`config.mk`:
```
export PLATFORM = sky130hd
export DESIGN_NAME = edf_cell
export DESIGN_NICKNAME = d
export VERILOG_FILES = /design/src/rtl/edf_pkg.sv /design/src/rtl/edf_cell.sv
export SDC_FILE = /design/constraint.sdc
export NUM_CORES = 1
export LEC_CHECK = 0
export BUFFER_PORTS_ARGS = -buffer_cell sky130_fd_sc_hd__buf_2
export CORE_UTILIZATION = 51
export DETAILED_ROUTE_END_ITERATION = 10
export PLACE_DENSITY = 0.88
export SYNTH_ARGS = -nofsm -noshare
export SYNTH_HDL_FRONTEND = slang
export SYNTH_SLANG_ARGS = --single-unit
```
`constraint.sdc`:
```
create_clock -name clk_i -period 6.95 [get_ports clk_i]
set_clock_uncertainty 0.05 [all_clocks]
set_input_delay 1.39 -clock clk_i [delete_from_list [all_inputs] [get_ports clk_i]]
set_output_delay 1.39 -clock clk_i [all_outputs]
set_load 0.02 [all_outputs]
```
`src/rtl/edf_pkg.sv`:
```
// Shared types and codes for the EDF deadline run queue.
package edf_pkg;

  localparam int unsigned MaxTasksDef = 16;
  localparam int unsigned TimeBitsDef = 48;

  localparam logic [2:0] OP_SET_PARAMS = 3'd0;
  localparam logic [2:0] OP_RUNNABLE   = 3'd1;
  localparam logic [2:0] OP_REMOVE     = 3'd2;
  localparam logic [2:0] OP_DISPATCH   = 3'd3;
  localparam logic [2:0] OP_PICK       = 3'd4;

  localparam logic [2:0] RSN_USER_YIELD = 3'd0;
  localparam logic [2:0] RSN_YIELD      = 3'd1;
  localparam logic [2:0] RSN_PREEMPT    = 3'd2;

  localparam logic [1:0] STS_OK      = 2'd0;
  localparam logic [1:0] STS_QUEUED  = 2'd1;
  localparam logic [1:0] STS_NOT_DUE = 2'd2;
  localparam logic [1:0] STS_FULL    = 2'd3;

  typedef enum logic [1:0] {
    ST_IDLE,
    ST_EXEC,
    ST_INS,
    ST_RESP
  } state_e;

  // Command broadcast to every slot of the sorted queue.
  typedef struct packed {
    logic ins;
    logic rem;
  } cell_ctl_t;

endpackage

```
`src/rtl/edf_cell.sv`:
```
// One slot of the deadline-sorted queue: holds a task and its deadline.
module edf_cell import edf_pkg::*; #(
  parameter int unsigned IdxW     = 4,
  parameter int unsigned TimeBits = TimeBitsDef
) (
  input  logic                clk_i,
  input  logic                rst_ni,
  input  cell_ctl_t           ctl_i,
  input  logic [IdxW-1:0]     key_tid_i,
  input  logic [TimeBits-1:0] key_dl_i,
  input  logic                prev_valid_i,
  input  logic [IdxW-1:0]     prev_tid_i,
  input  logic [TimeBits-1:0] prev_dl_i,
  input  logic                prev_ahead_i,
  input  logic                prev_hit_i,
  input  logic                next_valid_i,
  input  logic [IdxW-1:0]     next_tid_i,
  input  logic [TimeBits-1:0] next_dl_i,
  output logic                valid_o,
  output logic [IdxW-1:0]     tid_o,
  output logic [TimeBits-1:0] dl_o,
  output logic                ahead_o,
  output logic                hit_o
);

  logic                valid_q, valid_d;
  logic [IdxW-1:0]     tid_q, tid_d;
  logic [TimeBits-1:0] dl_q, dl_d;

  // Entry stays ahead of a new key only when its deadline is strictly earlier.
  assign ahead_o = valid_q && (key_dl_i > dl_q);
  assign hit_o   = prev_hit_i || (valid_q && (tid_q == key_tid_i));

  always_comb begin
    valid_d = valid_q;
    tid_d   = tid_q;
    dl_d    = dl_q;
    if (ctl_i.ins && !ahead_o) begin
      if (prev_ahead_i) begin
        valid_d = 1'b1;
        tid_d   = key_tid_i;
        dl_d    = key_dl_i;
      end else begin
        valid_d = prev_valid_i;
        tid_d   = prev_tid_i;
        dl_d    = prev_dl_i;
      end
    end else if (ctl_i.rem && hit_o) begin
      valid_d = next_valid_i;
      tid_d   = next_tid_i;
      dl_d    = next_dl_i;
    end
  end

  always_ff @(posedge clk_i or negedge rst_ni) begin
    if (!rst_ni) begin
      valid_q <= 1'b0;
    end else begin
      valid_q <= valid_d;
    end
  end

  always_ff @(posedge clk_i) begin
    tid_q <= tid_d;
    dl_q  <= dl_d;
  end

  assign valid_o = valid_q;
  assign tid_o   = tid_q;
  assign dl_o    = dl_q;

endmodule

```
==> qor.txt, run 1 <==
leading cell type in the layout, fill and taps excluded: buf_2
Root Buffer: clkbuf_8
die area: 8910 µm²
Hold WC Path Type: register to register
standby leakage power: 2.87 nW
Hold Fails Final Rpt: 0
crit path from: key_dl_i[11]
number of synthesized flops with an enable pin: 52
Crit. End Element: primary output
RSZ-0062 raised after global routing: false
headroom to the max-slew limit: 19.0%
FF+latch count, synth: 53
gpl congestion: 0.787
commonest non-fill, non-tap cells in the layout: 218 x buf_2, 52 x mux2_2, 52 x edfxtp_1, 50 x inv_1
fin nets: 784
kind of critical path: input pin to primary output
Critical Path RT: 5510 ps
CTS H-tree lvls: 2
vias in the first global route: 3,771
Setup Buffers After CTS: 0
synthesis-to-layout area growth: 28.6%
Setup TNS Final: 0 ps
FP Rows: 33
RR Startpoint: dl_o[13]
antenna violations before repair: 0
vias per cell: 5.36
Inserted Diodes: 0
hold_buf cts: 0
drt first pass iters: 4
Worst-path clk slew: 100 ps
Pwr Density: 205 nW/µm²
final core occ: 67.8%
R2R depth: 10
overall routing resource usage: 25.0%
Peak VDD IR: 95.5 µV
synthesized instance count: 357
vias: 3,635
post-route setup slack: 2140 ps
TritonCTS Buffers: 5
Final setup viols: 0
drt initial violations: 69
post-route DRC violation count: 0
antenna-violating nets left: 0
Avg Inst Size Synth: 12.2 µm²
Final Non-Filler Cells: 678
Final HPWL DP: 9060 µm
# port buffers: 218
pre-CTS setup slack: 2130 ps
CTS tree: built
share of flip-flops with an asynchronous set or reset: 1.89%
status: complete, no violations
reg-to-reg endpoint: dl_o[47]
Cell variety after synth: 38
FF+latch area: 1590 µm²
Synth top area share: 35.9%
final worst path period share: 69.2%
layout cells sized above 1: 57.8%
post-synthesis sequential area ratio: 36.4%
Layout fillers: 647
CP startpoint kind: input pin
syn_nets: 569
Worst setup endpoint: ahead_o
# IOs: 219
Hold Crit Depth: 2
Crit Path Max Fanout: 3
Final Critical Period: 4810 ps
Initial Utilization: 52.7%
dpl cells: 670
Die X-Extent: 94.4 µm
FMAX: 208 MHz
clk sinks: 53
Routed WL: 11,200 µm
largest net degree at the start of global routing: 54
total global routing overflow: 0
die span in y: 94.4 µm
Post-Syn Area: 4360 µm²
first-pass GRT wire length: 17,100 µm
largest cells by area after synthesis: edfxtp_1 36%, mux2_4 17%, ha_1 14%, mux2_2 13%, inv_1 4.3%
routed len/inst: 16.6 µm
clk buf depth: 2
cell taking the most area after synthesis: edfxtp_1
post_cts resized: 0
reg2reg setup slack: 3280 ps
area of the core: 8260 µm²
Worst-Skew Late Latency: 310 ps
Worst-Margin Slew: 1210 ps
max-cap viol count: 0
Slew Viols, Final: 0
synthesis warning total: 0
Hold Slack: 703 ps
multi-input logic area: 2510 µm²
WP data arrival: 3370 ps
ys flop type: edfxtp_1
[where the power goes]
part           switching, W  internal [W]  leakage [nW]
clock              0.000102     0.0000702        0.0450
combinational      0.000275      0.000238          2.31
sequential        0.0000318      0.000428         0.522
[layer usage]
metal | track usage (%) | wire length, µm
met5 | 0 | 0
met3 | 4.11 | 586
met2 | 47.5 | 5930
met4 | 7.95 | 253
met1 | 28.1 | 4460
[flip-flops by register name, summed over array words and instances (netlist names)]
name     flops
dl_o        48
tid_o        4
valid_o      1
[final cells by class]
class	count	area share (%)
inverter	50	3.35
multi-input combinational	242	44.7
sequential	53	28.3
tap	105	2.35
timing repair buffer	220	19.7
clock inverter	2	0.179
clock buffer	6	1.30
[kinds of logic after synthesis]
family                   count (synthesis)  share of synthesized area (%)
multiplexers                           106                           31.5
buffers and inverters                   62                           6.29
flip-flops                              53                           36.4
adder cells (fa/ha/maj)                 48                           13.8
AND/OR/NAND/NOR                         43                           5.20
AO/OA/AOI/OAI                           41                           6.00
XOR/XNOR                                 4                          0.805
[synthesized netlist by cell type (3+ instances only)]
| cell type | number |
|---|---|
| a211o_1 | 3 |
| a21oi_1 | 18 |
| and4_1 | 3 |
| buf_6 | 5 |
| clkbuf_1 | 6 |
| edfxtp_1 | 52 |
| ha_1 | 48 |
| inv_1 | 50 |
| mux2_1 | 4 |
| mux2_2 | 52 |
| mux2_4 | 48 |
| nand2_1 | 15 |
| nand4_1 | 10 |
| nor2_1 | 6 |
| o21ai_0 | 3 |
| xor2_1 | 3 |
[how the worst min path moves through the flow]
stage                    to    start
finish              valid_o  valid_o
global route        valid_o  valid_o
CTS                 valid_o  valid_o
detailed placement  valid_o  valid_o
global placement    valid_o  valid_o
floorplan           valid_o  valid_o
[critical path, stage by stage]
cell,delay [ps]
buf_2,110
ha_1,310
nand4_1,130
nor4_1,470
a21boi_1,210
a2111oi_0,80
o31ai_1,330
a21o_1,170
buf_2,170
[stage by stage]
stage	total power, W	cell area [µm²]
4_1_cts	0.00115	5600
3_3_place_gp	0.000955	5520
2_1_floorplan	0.000812	4360
3_5_place_dp	0.000980	5520
5_1_grt	0.00121	5600
6_report	0.00115	5600
No activity file was read; power rests on OpenSTA's default activity.
==> run 2: changes to the inputs <==
CORE_UTILIZATION = 42   (was 51)
PLACE_DENSITY = 0.77   (was 0.88)
clock period = 4.17 ns   (was 6.95 ns; I/O delays follow)
==> run 2 against run 1 <==
Clock-buffer cell count up 1; sequential share of layout area is 0.37 points lower; sequential power up 66%; clock power is 66% higher; largest cell class unchanged; cell count increased by 4.4%.
==> qor.txt, run 2 (synthesis gave the netlist of run 1 again) <==
status: complete, no violations
FP Rows: 36 (+9.1%)
largest net degree at the start of global routing: 53 (-1.9%)
# IOs: 219 (unchanged)
met3 GRT Util: 4.59% (+0.49 points)
busiest grt layer: met2
die span in y: 104 µm (+10%)
Slew Viols, Final: 0 (unchanged)
gpl congestion: 0.887 (+13%)
Routed WL: 11,400 µm (+1.2%)
die area: 10,800 µm² (+21%)
Worst-Margin Slew: 660 ps (-555 ps)
RSZ-0062 raised after global routing: false
Hold Fails Final Rpt: 0 (unchanged)
Setup Buffers After CTS: 0 (unchanged)
Inserted Diodes: 0 (unchanged)
Peak VDD IR: 172 µV (+80%)
Crit. End Element: primary output
Worst-Skew Late Latency: 310 ps (about the same)
drt first pass iters: 4 (unchanged)
final worst path period share: 89.2%
routing usage on met2: 40.1% (-7.3 points)
Setup TNS Final: 0 ps (unchanged)
CP cell instances: buf_2 > ha_1 > nand4_1 > nor4_1 > a21boi_1 > a2111oi_0 > o31ai_1 > a21o_1 > buf_2
Root Buffer: clkbuf_8
FMAX: 269 MHz
CTS H-tree lvls: 2 (unchanged)
CP top delay family: compound AO/OA/AOI/OAI gates
TritonCTS Buffers: 5 (unchanged)
Worst-path clk slew: 90 ps (about the same)
layout cells sized above 1: 57.7% (about the same)
drt initial violations: 130 (+88%)
post-route setup slack: 451 ps (-1690 ps)
met1 GRT Util: 24.4% (-3.8 points)
# port buffers: 218 (unchanged)
total global routing overflow: 0 (unchanged)
hold_buf cts: 0 (unchanged)
max-cap viol count: 0 (unchanged)
vias: 3,616 (-0.52%)
Hold WC Path Type: input pin to asynchronous set/reset pin
CP most frequent cell: buf_2
headroom to the max-slew limit: 56.0% (+37 points)
commonest non-fill, non-tap cells in the layout: 218 x buf_2, 52 x mux2_2, 52 x edfxtp_1, 50 x inv_1
antenna violations before repair: 0 (unchanged)
kind of critical path: input pin to primary output
Final setup viols: 0 (unchanged)
overall routing resource usage: 21.6% (-3.4 points)
fin nets: 786 (+0.26%)
Critical Path RT: 3290 ps (-2220 ps)
Final HPWL DP: 9170 µm (+1.2%)
clk buf depth: 2 (unchanged)
clk sinks: 53 (unchanged)
area of the core: 9910 µm² (+20%)
routed len/inst: 16.0 µm (-3.1%)
first-pass GRT wire length: 18,500 µm (+8.2%)
vias per cell: 5.11 (-4.7%)
post_cts resized: 0 (unchanged)
Pwr Density: 336 nW/µm² (+64%)
CP startpoint kind: input pin
CTS tree: built
standby leakage power: 2.89 nW (+0.57%)
Final Critical Period: 3720 ps
max reg flops: 48 (unchanged)
pre-CTS setup slack: 246 ps (-1880 ps)
total power: 0.00191 W (+67%)
CP max stage delay: 410 ps (-60 ps)
leading cell type in the layout, fill and taps excluded: buf_2
post-route DRC violation count: 0 (unchanged)
CP max-delay cell: nor4_1
antenna-violating nets left: 0 (unchanged)
WP data arrival: 2830 ps (-540 ps)
Die X-Extent: 104 µm (+10%)
Initial Utilization: 44.0% (-8.8 points)
vias in the first global route: 3,861 (+2.4%)
synthesis-to-layout area growth: 30.3%
CP Buf/Inv Count: 2 (unchanged)
Crit Path Max Fanout: 3 (unchanged)
-- run 2: changes by cell type in the layout (fill, tap and decap cells not counted), sizes merged --
| cell | change |
|---|---|
| clkinv | -1 |
| clkbuf | +1 |
| buf | +2 |
-- run 2: path summary, 6_finish.rpt --
| path | startpoint | endpoint | slack, ps | depth (start not counted) |
|---|---|---|---|---|
| worst max-delay path | key_dl_i[13] | ahead_o | 450 | 9 |
| max in group asynchronous | rst_ni | valid_o | 3760 | 1 |
| worst min-delay path | rst_ni | valid_o | 230 | 1 |
| worst min register to register | valid_o | valid_o | 700 | 2 |
| worst max register to register | dl_o[11] | dl_o[1] | 830 | 10 |
| min in group clk_i | valid_o | valid_o | 700 | 2 |
-- run 2: where the power goes --
part	internal (W)	total [W]	switching [W]	leakage, nW
Clock	0.000118	0.000288	0.000169	0.0422
Sequential	0.000713	0.000763	0.0000503	0.522
Combinational	0.000401	0.000858	0.000456	2.33
Total	0.00123	0.00191	0.000676	2.89
-- run 2: area by class of cell --
cell class / count / area [µm²]
fill: 872 / 4240
tap: 133 / 166
multi-input combinational: 242 / 2510
inverter: 50 / 188
timing repair buffer: 222 / 1150
clock inverter: 1 / 5.00
sequential: 53 / 1590
clock buffer: 7 / 76.3
-- run 2: metal layers --
layer	vias to the layer above	wire length [µm]
met4	0	191
met1	1702	4610
li1	1751	-
met5	-	0
met2	145	5900
met3	18	665
-- run 2: through the flow --
stage	area, µm²	hold WS, ps	instances	util, %
after floorplan	4360	488	357	-
after global routing	5670	206	708	57.3
after CTS	5670	215	708	57.3
after detailed placement	5590	561	700	56.4
after global placement	5590	561	700	56.4
final	5670	230	708	57.3
==> run 3: changes to the inputs <==
clock period = 3.25 ns   (was 4.17 ns; I/O delays follow)
==> run 3 against run 2 <==
Design area rose by 11%; highest routed layer unchanged; flip-flop and latch count did not move; sequential share of layout area fell by 2.7 points; largest power group unchanged; cell count rose by 3.0%; sequential power rose by 29%; clock power rose by 24%.
==> qor.txt, run 3 (synthesis gave the netlist of run 1 again) <==
layout cells sized above 1: 63.9% (+6.2 points)
clk buf depth: 2 (unchanged)
total global routing overflow: 0 (unchanged)
kind of critical path: input pin to primary output
Root Buffer: clkbuf_8
drt initial violations: 124 (-4.6%)
Pwr Density: 427 nW/µm² (+27%)
commonest non-fill, non-tap cells in the layout: 217 x buf_2, 52 x mux2_2, 52 x edfxtp_1, 49 x inv_1, 48 x mux2_4
Final setup viols: 0 (unchanged)
leading cell type in the layout, fill and taps excluded: buf_2
Peak VDD IR: 224 µV (+31%)
synthesis-to-layout area growth: 44.4%
Inserted Diodes: 0 (unchanged)
FMAX: 314 MHz
Crit. End Element: primary output
Crit Path Max Fanout: 3 (unchanged)
first-pass GRT wire length: 18,100 µm (-2.2%)
final worst path period share: 97.9%
dpl cells: 715 (+2.1%)
standby leakage power: 3.08 nW (+6.4%)
headroom to the max-slew limit: 55.4% (-0.58 points)
die area: 10,800 µm² (unchanged)
Worst-Skew Late Latency: 300 ps (about the same)
FP Rows: 36 (unchanged)
vias: 3,699 (+2.3%)
hold_buf cts: 0 (unchanged)
gpl congestion: 0.837 (-5.6%)
Hold Slack: 66.9 ps (-163 ps)
Final Non-Filler Cells: 729 (+3.0%)
status: complete, no violations
Worst-Margin Slew: 669 ps (+8.74 ps)
Initial Utilization: 44.0% (unchanged)
fin nets: 808 (+2.8%)
WP data arrival: 2480 ps (-350 ps)
Critical Path RT: 2550 ps (-740 ps)
total power: 0.00269 W (+41%)
CTS H-tree lvls: 2 (unchanged)
die span in y: 104 µm (unchanged)
drt first pass iters: 6 (+2)
TritonCTS Buffers: 5 (unchanged)
Hold WC Path Type: input pin to asynchronous set/reset pin
largest net degree at the start of global routing: 28 (-47%)
Final Critical Period: 3180 ps
# IOs: 219 (unchanged)
routed len/inst: 17.0 µm (+5.9%)
Final HPWL DP: 9220 µm (+0.56%)
max-cap viol count: 0 (unchanged)
Setup TNS Final: 0 ps (unchanged)
Hold Fails Final Rpt: 0 (unchanged)
CP startpoint kind: input pin
antenna-violating nets left: 0 (unchanged)
vias per cell: 5.07 (-0.65%)
vias in the first global route: 3,770 (-2.4%)
Die X-Extent: 104 µm (unchanged)
CTS tree: built
overall routing resource usage: 20.9% (-0.62 points)
Routed WL: 12,400 µm (+9.1%)
post-route DRC violation count: 0 (unchanged)
Worst-path clk slew: 90 ps (about the same)
Slew Viols, Final: 0 (unchanged)
clk sinks: 53 (unchanged)
antenna violations before repair: 0 (unchanged)
area of the core: 9910 µm² (unchanged)
# port buffers: 218 (unchanged)
max reg flops: 48 (unchanged)
[run 3: layer usage]
layer  track usage [%]  up-vias  wire length [µm]
met5                 0        -                 0
met4              3.47        0                91
met3              4.22        8               666
met2              39.6      148              6680
met1              24.4     1751              4960
li1                  -     1792                 -
[run 3: cell type report]
class / instances / area (µm²)
fillers: 779 / 3620
multi-input cells: 242 / 2810
flip-flops and latches: 53 / 1590
repair buffers: 244 / 1470
inverters: 50 / 188
well taps: 133 / 166
clock buffers: 6 / 72.6
clock inverters: 1 / 3.75
[run 3: where the power goes]
part	total [W]	switching [W]	internal [W]
registers	0.000984	0.0000685	0.000915
logic	0.00135	0.000675	0.000672
clock network	0.000357	0.000211	0.000146
total	0.00269	0.000954	0.00173
[run 3: critical path: stages]
cell	delay (ps)
buf_2	110
ha_1	310
nand4_1	190
nor4_2	230
buf_4	170
and4_4	210
buf_6	100
nor2_1	60
buf_4	130
a21o_1	190
buf_6	130
[run 3: per-stage QoR]
stage	instance area (µm²)	setup WS, ps	util [%]
2_1_floorplan	4360	23.2	-
3_3_place_gp	5750	-355	58.0
3_5_place_dp	5750	-448	58.0
4_1_cts	5930	52.5	59.9
5_1_grt	6290	-8.65	63.4
6_report	6290	67.4	63.4
[run 3: worst paths after layout]
| kind | slack (ps) | from | endpoint | cells past startpoint |
|---|---|---|---|---|
| worst min-delay path | 70 | rst_ni | valid_o | 1 |
| worst min register to register | 740 | valid_o | valid_o | 2 |
| max in group asynchronous | 2990 | rst_ni | valid_o | 1 |
| worst max register to register | 170 | dl_o[7] | dl_o[29] | 12 |
| min in group clk_i | 580 | prev_valid_i | valid_o | 3 |
| worst max-delay path | 70 | key_dl_i[11] | ahead_o | 11 |
[run 3: repair_timing]
item | in CTS | in global routing
endpoints found under the hold margin | 0 | 0
setup endpoints to repair | 105 | 1
buffers inserted | 1 | 3
pin swaps | 9 | 15
cloned | 0 | 6
gates resized for setup | 18 | 21
